`src/rtl/sha256bsh_pkg.sv`:
```
// Package for the SHA-256 byte stream hasher: types, round constants, initial hash values.
`timescale 1ns / 1ps

package sha256bsh_pkg;

	localparam int unsigned BlockBits = 512;

	typedef struct packed {
		logic [7:0] data_byte;
		logic       byte_present;
		logic       last;
	} msg_t;

	typedef struct packed {
		logic [31:0] digest_word0;
		logic [31:0] digest_word1;
		logic [31:0] digest_word2;
		logic [31:0] digest_word3;
		logic [31:0] digest_word4;
		logic [31:0] digest_word5;
		logic [31:0] digest_word6;
		logic [31:0] digest_word7;
	} digest_t;

	typedef enum logic [2:0] {
		ST_IDLE,
		ST_INIT,
		ST_ROUND,
		ST_FINAL,
		ST_PAD,
		ST_OUT
	} state_t;

	typedef enum logic [1:0] {
		SRC_IN,
		SRC_MARK,
		SRC_ZERO,
		SRC_LEN
	} src_t;

	typedef struct packed {
		logic shift_en;
		src_t src;
		logic init_en;
		logic round_en;
		logic final_en;
		logic out_load;
	} cmd_t;

	typedef struct packed {
		logic [5:0] fill;
		logic [5:0] round;
	} status_t;

	localparam logic [7:0] PadMark = 8'h80;

	localparam logic [31:0] InitH [8] = '{
		32'h6a09e667, 32'hbb67ae85, 32'h3c6ef372, 32'ha54ff53a,
		32'h510e527f, 32'h9b05688c, 32'h1f83d9ab, 32'h5be0cd19
	};

	function automatic logic [31:0] round_k(input logic [5:0] idx);
		logic [31:0] k;
		case (idx)
			6'd0: k = 32'h428a2f98;
			6'd1: k = 32'h71374491;
			6'd2: k = 32'hb5c0fbcf;
			6'd3: k = 32'he9b5dba5;
			6'd4: k = 32'h3956c25b;
			6'd5: k = 32'h59f111f1;
			6'd6: k = 32'h923f82a4;
			6'd7: k = 32'hab1c5ed5;
			6'd8: k = 32'hd807aa98;
			6'd9: k = 32'h12835b01;
			6'd10: k = 32'h243185be;
			6'd11: k = 32'h550c7dc3;
			6'd12: k = 32'h72be5d74;
			6'd13: k = 32'h80deb1fe;
			6'd14: k = 32'h9bdc06a7;
			6'd15: k = 32'hc19bf174;
			6'd16: k = 32'he49b69c1;
			6'd17: k = 32'hefbe4786;
			6'd18: k = 32'h0fc19dc6;
			6'd19: k = 32'h240ca1cc;
			6'd20: k = 32'h2de92c6f;
			6'd21: k = 32'h4a7484aa;
			6'd22: k = 32'h5cb0a9dc;
			6'd23: k = 32'h76f988da;
			6'd24: k = 32'h983e5152;
			6'd25: k = 32'ha831c66d;
			6'd26: k = 32'hb00327c8;
			6'd27: k = 32'hbf597fc7;
			6'd28: k = 32'hc6e00bf3;
			6'd29: k = 32'hd5a79147;
			6'd30: k = 32'h06ca6351;
			6'd31: k = 32'h14292967;
			6'd32: k = 32'h27b70a85;
			6'd33: k = 32'h2e1b2138;
			6'd34: k = 32'h4d2c6dfc;
			6'd35: k = 32'h53380d13;
			6'd36: k = 32'h650a7354;
			6'd37: k = 32'h766a0abb;
			6'd38: k = 32'h81c2c92e;
			6'd39: k = 32'h92722c85;
			6'd40: k = 32'ha2bfe8a1;
			6'd41: k = 32'ha81a664b;
			6'd42: k = 32'hc24b8b70;
			6'd43: k = 32'hc76c51a3;
			6'd44: k = 32'hd192e819;
			6'd45: k = 32'hd6990624;
			6'd46: k = 32'hf40e3585;
			6'd47: k = 32'h106aa070;
			6'd48: k = 32'h19a4c116;
			6'd49: k = 32'h1e376c08;
			6'd50: k = 32'h2748774c;
			6'd51: k = 32'h34b0bcb5;
			6'd52: k = 32'h391c0cb3;
			6'd53: k = 32'h4ed8aa4a;
			6'd54: k = 32'h5b9cca4f;
			6'd55: k = 32'h682e6ff3;
			6'd56: k = 32'h748f82ee;
			6'd57: k = 32'h78a5636f;
			6'd58: k = 32'h84c87814;
			6'd59: k = 32'h8cc70208;
			6'd60: k = 32'h90befffa;
			6'd61: k = 32'ha4506ceb;
			6'd62: k = 32'hbef9a3f7;
			6'd63: k = 32'hc67178f2;
			default: k = 32'h0;
		endcase
		return k;
	endfunction

endpackage

```
`src/rtl/sha256bsh_dp.sv`:
```
// Datapath: byte/schedule shift register, round logic, chaining words, counters, digest register.
`timescale 1ns / 1ps

module sha256bsh_dp (
	input  logic                    clk,
	input  logic                    arst_n,
	input  logic [7:0]              data_byte,
	input  sha256bsh_pkg::cmd_t     cmd,
	output sha256bsh_pkg::status_t  st,
	output sha256bsh_pkg::digest_t  digest
);

	localparam int unsigned BB = sha256bsh_pkg::BlockBits;

	function automatic logic [31:0] rotr(input logic [31:0] x, input int unsigned n);
		return (x >> n) | (x << (32 - n));
	endfunction

	logic [BB-1:0]  blk_q;
	logic [31:0]    wv_q [8];
	logic [31:0]    h_q [8];
	logic [5:0]     fill_q;
	logic [5:0]     round_q;
	logic [60:0]    cnt_q;
	sha256bsh_pkg::digest_t digest_q;

	logic [63:0] bit_len;
	logic [5:0]  len_sh;
	logic [7:0]  byte_in;
	logic [31:0] w0, w1, w9, w14, w_new;
	logic [31:0] s0, s1, ch, maj, t1, t2;

	assign bit_len = {cnt_q, 3'b000};
	assign len_sh  = {~fill_q[2:0], 3'b000};

	always_comb begin
		case (cmd.src)
			sha256bsh_pkg::SRC_IN:   byte_in = data_byte;
			sha256bsh_pkg::SRC_MARK: byte_in = sha256bsh_pkg::PadMark;
			sha256bsh_pkg::SRC_LEN:  byte_in = bit_len[len_sh +: 8];
			default:                 byte_in = 8'h00;
		endcase
	end

	// window holds w[t..t+15], w[t] in the top word
	assign w0  = blk_q[BB-1 -: 32];
	assign w1  = blk_q[BB-33 -: 32];
	assign w9  = blk_q[BB-1-9*32 -: 32];
	assign w14 = blk_q[BB-1-14*32 -: 32];
	assign w_new = w0 + w9
		+ (rotr(w1, 7) ^ rotr(w1, 18) ^ (w1 >> 3))
		+ (rotr(w14, 17) ^ rotr(w14, 19) ^ (w14 >> 10));

	assign s1  = rotr(wv_q[4], 6) ^ rotr(wv_q[4], 11) ^ rotr(wv_q[4], 25);
	assign ch  = (wv_q[4] & wv_q[5]) ^ (~wv_q[4] & wv_q[6]);
	assign t1  = wv_q[7] + s1 + ch + sha256bsh_pkg::round_k(round_q) + w0;
	assign s0  = rotr(wv_q[0], 2) ^ rotr(wv_q[0], 13) ^ rotr(wv_q[0], 22);
	assign maj = (wv_q[0] & wv_q[1]) ^ (wv_q[0] & wv_q[2]) ^ (wv_q[1] & wv_q[2]);
	assign t2  = s0 + maj;

	always_ff @(posedge clk) begin
		if (cmd.shift_en) begin
			blk_q <= {blk_q[BB-9:0], byte_in};
		end else if (cmd.round_en) begin
			blk_q <= {blk_q[BB-33:0], w_new};
		end
		if (cmd.init_en) begin
			for (int i = 0; i < 8; i++) begin
				wv_q[i] <= h_q[i];
			end
		end else if (cmd.round_en) begin
			wv_q[7] <= wv_q[6];
			wv_q[6] <= wv_q[5];
			wv_q[5] <= wv_q[4];
			wv_q[4] <= wv_q[3] + t1;
			wv_q[3] <= wv_q[2];
			wv_q[2] <= wv_q[1];
			wv_q[1] <= wv_q[0];
			wv_q[0] <= t1 + t2;
		end
		if (cmd.out_load) begin
			digest_q <= {h_q[0], h_q[1], h_q[2], h_q[3], h_q[4], h_q[5], h_q[6], h_q[7]};
		end
	end

	always_ff @(posedge clk or negedge arst_n) begin
		if (!arst_n) begin
			fill_q  <= '0;
			round_q <= '0;
			cnt_q   <= '0;
			for (int i = 0; i < 8; i++) begin
				h_q[i] <= sha256bsh_pkg::InitH[i];
			end
		end else begin
			if (cmd.shift_en) begin
				fill_q <= fill_q + 6'd1;
			end
			if (cmd.shift_en && cmd.src == sha256bsh_pkg::SRC_IN) begin
				cnt_q <= cnt_q + 61'd1;
			end else if (cmd.out_load) begin
				cnt_q <= '0;
			end
			if (cmd.init_en) begin
				round_q <= '0;
			end else if (cmd.round_en) begin
				round_q <= round_q + 6'd1;
			end
			if (cmd.final_en) begin
				for (int i = 0; i < 8; i++) begin
					h_q[i] <= h_q[i] + wv_q[i];
				end
			end else if (cmd.out_load) begin
				for (int i = 0; i < 8; i++) begin
					h_q[i] <= sha256bsh_pkg::InitH[i];
				end
			end
		end
	end

	assign st.fill  = fill_q;
	assign st.round = round_q;
	assign digest   = digest_q;

endmodule

```
`src/rtl/sha256bsh_ctrl.sv`:
```
// Controller: sequences byte intake, compression, padding and the digest request.
`timescale 1ns / 1ps

module sha256bsh_ctrl (
	input  logic                    clk,
	input  logic                    arst_n,
	input  logic                    msg_valid,
	input  logic                    byte_present,
	input  logic                    last,
	output logic                    msg_stall,
	output logic                    digest_valid,
	input  logic                    digest_stall,
	input  sha256bsh_pkg::status_t  st,
	output sha256bsh_pkg::cmd_t     cmd
);

	sha256bsh_pkg::state_t state_q, state_d;
	logic pad_q, pad_d;       // padding in progress
	logic mark_q, mark_d;     // 0x80 already appended
	logic fin_q, fin_d;       // current block carries the length
	logic out_valid_q, out_valid_d;
	logic accept, fill_top, out_free;

	assign accept   = msg_valid && state_q == sha256bsh_pkg::ST_IDLE;
	assign fill_top = st.fill == 6'd63;
	assign out_free = !out_valid_q || !digest_stall;

	always_comb begin
		state_d = state_q;
		case (state_q)
			sha256bsh_pkg::ST_IDLE: begin
				if (accept) begin
					if (byte_present && fill_top) begin
						state_d = sha256bsh_pkg::ST_INIT;
					end else if (last) begin
						state_d = sha256bsh_pkg::ST_PAD;
					end
				end
			end
			sha256bsh_pkg::ST_INIT: state_d = sha256bsh_pkg::ST_ROUND;
			sha256bsh_pkg::ST_ROUND: begin
				if (st.round == 6'd63) begin
					state_d = sha256bsh_pkg::ST_FINAL;
				end
			end
			sha256bsh_pkg::ST_FINAL: begin
				if (!pad_q) begin
					state_d = sha256bsh_pkg::ST_IDLE;
				end else if (mark_q && fin_q) begin
					state_d = sha256bsh_pkg::ST_OUT;
				end else begin
					state_d = sha256bsh_pkg::ST_PAD;
				end
			end
			sha256bsh_pkg::ST_PAD: begin
				if (fill_top) begin
					state_d = sha256bsh_pkg::ST_INIT;
				end
			end
			sha256bsh_pkg::ST_OUT: begin
				if (out_free) begin
					state_d = sha256bsh_pkg::ST_IDLE;
				end
			end
			default: state_d = sha256bsh_pkg::ST_IDLE;
		endcase
	end

	always_comb begin
		cmd          = '0;
		cmd.src      = sha256bsh_pkg::SRC_IN;
		pad_d        = pad_q;
		mark_d       = mark_q;
		fin_d        = fin_q;
		case (state_q)
			sha256bsh_pkg::ST_IDLE: begin
				cmd.shift_en = accept && byte_present;
				if (accept && last) begin
					pad_d = 1'b1;
				end
			end
			sha256bsh_pkg::ST_INIT: cmd.init_en = 1'b1;
			sha256bsh_pkg::ST_ROUND: cmd.round_en = 1'b1;
			sha256bsh_pkg::ST_FINAL: begin
				cmd.final_en = 1'b1;
				if (pad_q && mark_q) begin
					fin_d = 1'b1;
				end
			end
			sha256bsh_pkg::ST_PAD: begin
				cmd.shift_en = 1'b1;
				if (!mark_q) begin
					cmd.src = sha256bsh_pkg::SRC_MARK;
					mark_d  = 1'b1;
					fin_d   = st.fill[5:3] != 3'b111;
				end else if (fin_q && st.fill[5:3] == 3'b111) begin
					cmd.src = sha256bsh_pkg::SRC_LEN;
				end else begin
					cmd.src = sha256bsh_pkg::SRC_ZERO;
				end
			end
			sha256bsh_pkg::ST_OUT: begin
				if (out_free) begin
					cmd.out_load = 1'b1;
					pad_d        = 1'b0;
					mark_d       = 1'b0;
					fin_d        = 1'b0;
				end
			end
			default: ;
		endcase
		out_valid_d = cmd.out_load || (out_valid_q && digest_stall);
	end

	always_ff @(posedge clk or negedge arst_n) begin
		if (!arst_n) begin
			state_q     <= sha256bsh_pkg::ST_IDLE;
			pad_q       <= 1'b0;
			mark_q      <= 1'b0;
			fin_q       <= 1'b0;
			out_valid_q <= 1'b0;
		end else begin
			state_q     <= state_d;
			pad_q       <= pad_d;
			mark_q      <= mark_d;
			fin_q       <= fin_d;
			out_valid_q <= out_valid_d;
		end
	end

	assign msg_stall    = state_q != sha256bsh_pkg::ST_IDLE;
	assign digest_valid = out_valid_q;

endmodule

```
`src/rtl/sha256_byte_stream_hasher_core.sv`:
```
// Top level of the SHA-256 byte stream hasher.
`timescale 1ns / 1ps
// Usage:
// The msg channel takes one request per byte: data_byte with byte_present set,
// or byte_present clear (an idle request, or an empty closing request when last
// is set). last ends the message; the digest channel then returns one request
// carrying H0..H7, digest_word0 being the most significant word.
// The byte that fills a 64-byte block starts a compression (load, 64 rounds of
// the shared round unit, chaining update), during which no new bytes are taken.
// After last the block appends the pad byte by byte up to the block end (9 to 72
// bytes), compresses one or two blocks and then, in its output state, loads the
// digest register once no stalled digest is pending. msg_stall is high whenever
// the controller is not idle.
// The digest register holds its request while digest_stall is high; new message
// bytes are still taken meanwhile, and only the next digest load waits.
// Reset (arst_n low) clears the controller, counters and the chaining words to
// the initial hash values; no request is pending afterward.

module sha256_byte_stream_hasher_core (
	input  logic                   clk,
	input  logic                   arst_n,
	input  logic                   msg_valid,
	output logic                   msg_stall,
	input  sha256bsh_pkg::msg_t    msg,
	output logic                   digest_valid,
	input  logic                   digest_stall,
	output sha256bsh_pkg::digest_t digest
);

	sha256bsh_pkg::cmd_t    cmd;
	sha256bsh_pkg::status_t st;

	sha256bsh_ctrl u_ctrl (
		.clk          (clk),
		.arst_n       (arst_n),
		.msg_valid    (msg_valid),
		.byte_present (msg.byte_present),
		.last         (msg.last),
		.msg_stall    (msg_stall),
		.digest_valid (digest_valid),
		.digest_stall (digest_stall),
		.st           (st),
		.cmd          (cmd)
	);

	sha256bsh_dp u_dp (
		.clk       (clk),
		.arst_n    (arst_n),
		.data_byte (msg.data_byte),
		.cmd       (cmd),
		.st        (st),
		.digest    (digest)
	);

	a_init_full_block: assert property (@(posedge clk) disable iff (!arst_n)
		cmd.init_en |-> (st.fill == 6'd0 && st.round == 6'd0))
		else $error("compression started without a full block or with a busy round counter");

	a_rounds_contiguous: assert property (@(posedge clk) disable iff (!arst_n)
		cmd.round_en |=> (cmd.round_en || cmd.final_en))
		else $error("round sequence broken before chaining update");

	a_load_block_empty: assert property (@(posedge clk) disable iff (!arst_n)
		cmd.out_load |-> (st.fill == 6'd0 && st.round == 6'd0))
		else $error("digest loaded with a partial block or a busy round counter");

endmodule
```
`config.mk`:
```
export PLATFORM = sky130hd
export DESIGN_NAME = sha256_byte_stream_hasher_core
export DESIGN_NICKNAME = d
export VERILOG_FILES = /design/src/rtl/sha256bsh_pkg.sv /design/src/rtl/sha256bsh_dp.sv /design/src/rtl/sha256bsh_ctrl.sv /design/src/rtl/sha256_byte_stream_hasher_core.sv
export SDC_FILE = /design/constraint.sdc
export NUM_CORES = 2
export LEC_CHECK = 0
export BUFFER_PORTS_ARGS = -buffer_cell sky130_fd_sc_hd__buf_2
export CORE_AREA = 10 10 463 465
export DETAILED_ROUTE_END_ITERATION = 7
export DIE_AREA = 0 0 473 475
export SYNTH_ARGS = -nofsm -noshare
export SYNTH_HDL_FRONTEND = slang
export SYNTH_HIERARCHICAL = 1
export SYNTH_SLANG_ARGS = --single-unit
```
`constraint.sdc`:
```
create_clock -name clk -period 9.4 [get_ports clk]
set_input_delay 1.88 -clock clk [delete_from_list [all_inputs] [get_ports clk]]
set_output_delay 1.88 -clock clk [all_outputs]
set_load 0.005 [all_outputs]
```
==> summary.txt <==
Status
  – Run status: completed

GRT
  – Overall global routing resource usage: 22.7%
  – Largest net degree at the start of global routing: around 240
  – Initial antenna violation count: 17
  – Global route overflow: 0
  – Via count of the first global-routing pass: 58,300
  – Global-route wire length before repair: 388,000 µm

Setup path
  – Worst-case reg-to-reg path depth: 28
  – Start of the worst register-to-register path: u_dp/round_q[0]$_DFFE_PN0P_
  – Setup slack on the worst flop-to-flop path: 0.53 ns
  – CP arrival: 9.56 ns
  – CP max stage cell: sky130_fd_sc_hd__ha_1
  – Data required time of the critical path: 10.09 ns
  – Kind of critical path: flip-flop to flip-flop
  – Startpoint types: flip-flop
  – End of the worst register-to-register path: u_dp/wv_q[0][31]$_DFFE_PP_
  – Critical path peak fanout: 13
  – Nature of the critical path endpoint: flip-flop
  – Biggest cell delay along the critical path: 0.60 ns

Yosys
  – Post-synthesis register bit count: about 1,400
  – Yosys cell types: 94
  – Total standard cell area after synthesis: 81,600 µm²
  – Portion of the post-synthesis area used by sequential elements: 48.2%
  – Number of warnings printed during yosys synthesis: 6
  – Area leader, netlist: sky130_fd_sc_hd__edfxtp_1
  – Proportion of netlist area held by the largest area contributor: a little under two fifths
  – Leading register cell type out of synthesis: sky130_fd_sc_hd__edfxtp_1
  – Largest cells by area after synthesis: sky130_fd_sc_hd__edfxtp_1 38%, sky130_fd_sc_hd__mux2_2 6.6%, sky130_fd_sc_hd__dfrtp_1 6.1%
  – FFs w/ async S/R, synth: 24.7%
  – Syn_area_per_cell: between 10 and 15 µm²
  – Synthesized instance count: 7,509
  – Post-Syn Nets: 8,109
  – Post-synth EDFFs: 1,024

Job
  – Max_cap viols: 0

Floorplan
  – Count of standard-cell rows: approximately 170
  – Initial cell density of the core: about two fifths
  – Floorplan die area: 225,000 µm²
  – Core footprint: about 200,000 µm²
  – DIE WIDTH: 473 µm
  – Die H: 475 µm
  – I/O pin cnt: roughly 270

STA
  – Post-layout min period: 8.87 ns
  – Slew HR: 23.0%
  – Final-layout setup total negative slack: 0 ns
  – Slew Limit Fails: 0
  – Unrepaired setup endpoints after global routing: no
  – Worst Clk Skew: around 0.085 ns
  – Endpoints failing setup: 0
  – Final Hold Violating Endpoints: 0
  – Final worst-path cycle share: a little over nine tenths
  – Least-Margin Pin Slew: 1.15 ns
  – Maximum operating frequency: 0.113 GHz

Route
  – Initial detailed-routing violation count: 5,961
  – Total via count in the routed design: between 50,000 and 60,000
  – Met3 routed WL: approximately 17,000 µm
  – Max layer used: met5
  – Count of nets left with antenna violations after detail routing: 0
  – Length of routed met2 wiring: 121,000 µm
  – Routed wire length: 263,000 µm
  – First-pass detailed-route iteration total: 6
  – Final routed wire length divided by cell count: 25.0 µm
  – DRC violations left: 0
  – Met1 Wirelength: ~110,000 µm
  – Drt via density: roughly 5.6

CTS
  – Buffer count from post-CTS setup fixing: 0
  – Num CTS Buffers: 154
  – Clock network latency to the later pin of the worst-skew pair: between 0.8 and 0.9 ns
  – H-Tree Level Count: 4
  – Root buffer selected by CTS: sky130_fd_sc_hd__clkbuf_16
  – Number of clock sinks: about 1,400
  – Post-cts gate resize count: 0
  – Clock-pin slew on the worst setup and hold paths: 0.06 ns
  – Hold-fix buffers at CTS: 0
  – TritonCTS clock tree: built
  – Buffers from clock root to sink, at most: 3

Worst hold path
  – Beginning of the worst hold path: u_dp/fill_q[5]$_DFFE_PN0P_
  – Worst hold path depth: 1
  – Worst hold path endpoint: u_dp/fill_q[5]$_DFFE_PN0P_
  – Type of the tightest min-delay check: flip-flop to flip-flop

Place
  – Buffers added on ports: 271
  – Routability-driven placement congestion ratio: 0.957
  – Dpl hpwl: around 200,000 µm

Final layout
  – Fraction of final layout cells with drive strength greater than 1: between 10% and 20%
  – Final-layout fill cell count: between 15,000 and 20,000
  – Most common cell after layout, fill and taps aside: sky130_fd_sc_hd__nand2_1
  – Area used by multi-input combinational logic: 39,400 µm²
  – Area delta synth->final: 11.8%
  – Net count reported at finish: 8,293
  – Commonest non-fill, non-tap cells in the layout: 1,058 x sky130_fd_sc_hd__nand2_1, 1,024 x sky130_fd_sc_hd__edfxtp_1, 507 x sky130_fd_sc_hd__o21ai_0, 479 x sky130_fd_sc_hd__a21oi_1, 476 x sky130_fd_sc_hd__mux2_2
  – Area taken by flip-flops and latches: about 39,000 µm²
==> metal layers <==
layer  track usage [%]  vias to the layer above
li1                  -                    27400
met1              30.1                    29300
met2              36.4                     2087
met3              4.06                      479
met4              10.2                        6
met5                 0                        -
==> registers in the layout (all words and copies together) (netlist names) <==
register and count:
u_dp/round_q 6, u_dp/digest 256, u_ctrl/mark_q 1, u_ctrl/digest_valid 1
u_dp/fill_q 6, u_dp/h_q 256, u_ctrl/state_q 3, u_dp/wv_q 256
u_ctrl/fin_q 1, u_dp/cnt_q 61, u_dp/blk_q 512, u_ctrl/pad_q 1
==> cell families (layout without fill, tap and decap cells) <==
family / count (synthesis) / after routing / share of synthesized area (%)
muxes: 534 / 534 / 7.57
and+or+nand+nor: 2000 / 2000 / 10.8
DFF: 1360 / 1360 / 48.2
adders and majority gates: 607 / 607 / 11.0
buffers and inverters: 760 / 1068 / 3.51
AOI/OAI and AO/OA: 1690 / 1690 / 12.8
other: 0 / 6 / 0
xor gates and xnor gates: 558 / 558 / 6.03
==> worst max-delay path: cells and delay by family (launching register included) <==
family	cells	cell delay (ns)
AOI/OAI and AO/OA	11	3.13
adders and majority gates	6	2.64
and+or+nand+nor	6	1.58
xor gates and xnor gates	2	0.64
DFF	1	0.38
buffers and inverters	3	0.38
==> worst max-delay path by stage <==
stage | from | endpoint | slack (ns) | cells past startpoint
floorplan | u_dp/round_q[1]$_DFFE_PN0P_ | u_dp/wv_q[0][31]$_DFFE_PP_ | 1.18 | 33
global placement | u_dp/round_q[1]$_DFFE_PN0P_ | u_dp/wv_q[0][31]$_DFFE_PP_ | 0.61 | 32
finish | u_dp/round_q[0]$_DFFE_PN0P_ | u_dp/wv_q[0][31]$_DFFE_PP_ | 0.53 | 28
global route | u_dp/round_q[0]$_DFFE_PN0P_ | u_dp/wv_q[0][31]$_DFFE_PP_ | 0.04 | 32
CTS | u_dp/round_q[0]$_DFFE_PN0P_ | u_dp/wv_q[0][31]$_DFFE_PP_ | 0.50 | 33
detailed placement | u_dp/round_q[0]$_DFFE_PN0P_ | u_dp/wv_q[0][31]$_DFFE_PP_ | 0.51 | 33
==> cell type report <==
type / count / area share (%)
sequential: 1360 / 43.1
inverter: 411 / 1.69
clock buffer: 200 / 4.59
multi-input combinational: 5389 / 43.2
tap: 2688 / 3.69
timing repair buffer: 377 / 2.54
clock inverter: 80 / 1.08
antenna: 6 / 0.0165
==> stage by stage <==
| step | setup WS, ns | instance area [µm²] | instances | hold slack [ns] | utilization, % |
|---|---|---|---|---|---|
| after CTS | 0.504 | 91100 | 10500 | 0.491 | 44.6 |
| after detailed placement | 0.512 | 86000 | 10200 | 0.470 | 42.1 |
| after global placement | 0.610 | 86000 | 10200 | 0.473 | 42.1 |
| after floorplan | 1.18 | 81600 | 7509 | 0.444 | - |
| after global routing | 0.0359 | 91200 | 10500 | 0.507 | 44.6 |
| final | 0.528 | 91200 | 10500 | 0.489 | 44.6 |
==> cells in the mapped netlist, types with 20 or more instances <==
library cell / instances
sky130_fd_sc_hd__o211ai_1: 50
sky130_fd_sc_hd__o21ai_0: 508
sky130_fd_sc_hd__xnor2_1: 350
sky130_fd_sc_hd__a21oi_1: 479
sky130_fd_sc_hd__a21o_1: 160
sky130_fd_sc_hd__nor2b_1: 59
sky130_fd_sc_hd__nand3_1: 156
sky130_fd_sc_hd__mux2_2: 476
sky130_fd_sc_hd__and3_1: 51
sky130_fd_sc_hd__nand2b_1: 71
sky130_fd_sc_hd__dfrtp_1: 200
sky130_fd_sc_hd__nor3_1: 108
sky130_fd_sc_hd__inv_1: 409
sky130_fd_sc_hd__or3_1: 36
sky130_fd_sc_hd__o22ai_1: 28
sky130_fd_sc_hd__nand4_1: 34
sky130_fd_sc_hd__a211oi_1: 55
sky130_fd_sc_hd__xor2_1: 206
sky130_fd_sc_hd__a31oi_1: 54
sky130_fd_sc_hd__or2_2: 20
sky130_fd_sc_hd__a311oi_1: 21
sky130_fd_sc_hd__mux2i_1: 39
sky130_fd_sc_hd__o21bai_1: 46
sky130_fd_sc_hd__dfstp_2: 136
sky130_fd_sc_hd__o31ai_1: 51
sky130_fd_sc_hd__clkbuf_1: 304
sky130_fd_sc_hd__nor2_1: 323
sky130_fd_sc_hd__ha_1: 391
sky130_fd_sc_hd__nand2_1: 1058
sky130_fd_sc_hd__buf_1: 40
sky130_fd_sc_hd__o21a_1: 46
sky130_fd_sc_hd__edfxtp_1: 1024
sky130_fd_sc_hd__fa_1: 195
sky130_fd_sc_hd__maj3_1: 21
Power is left out: the tool's default activity adds up to more than one toggle a clock period on the data nets, which glitch-free logic cannot reach.
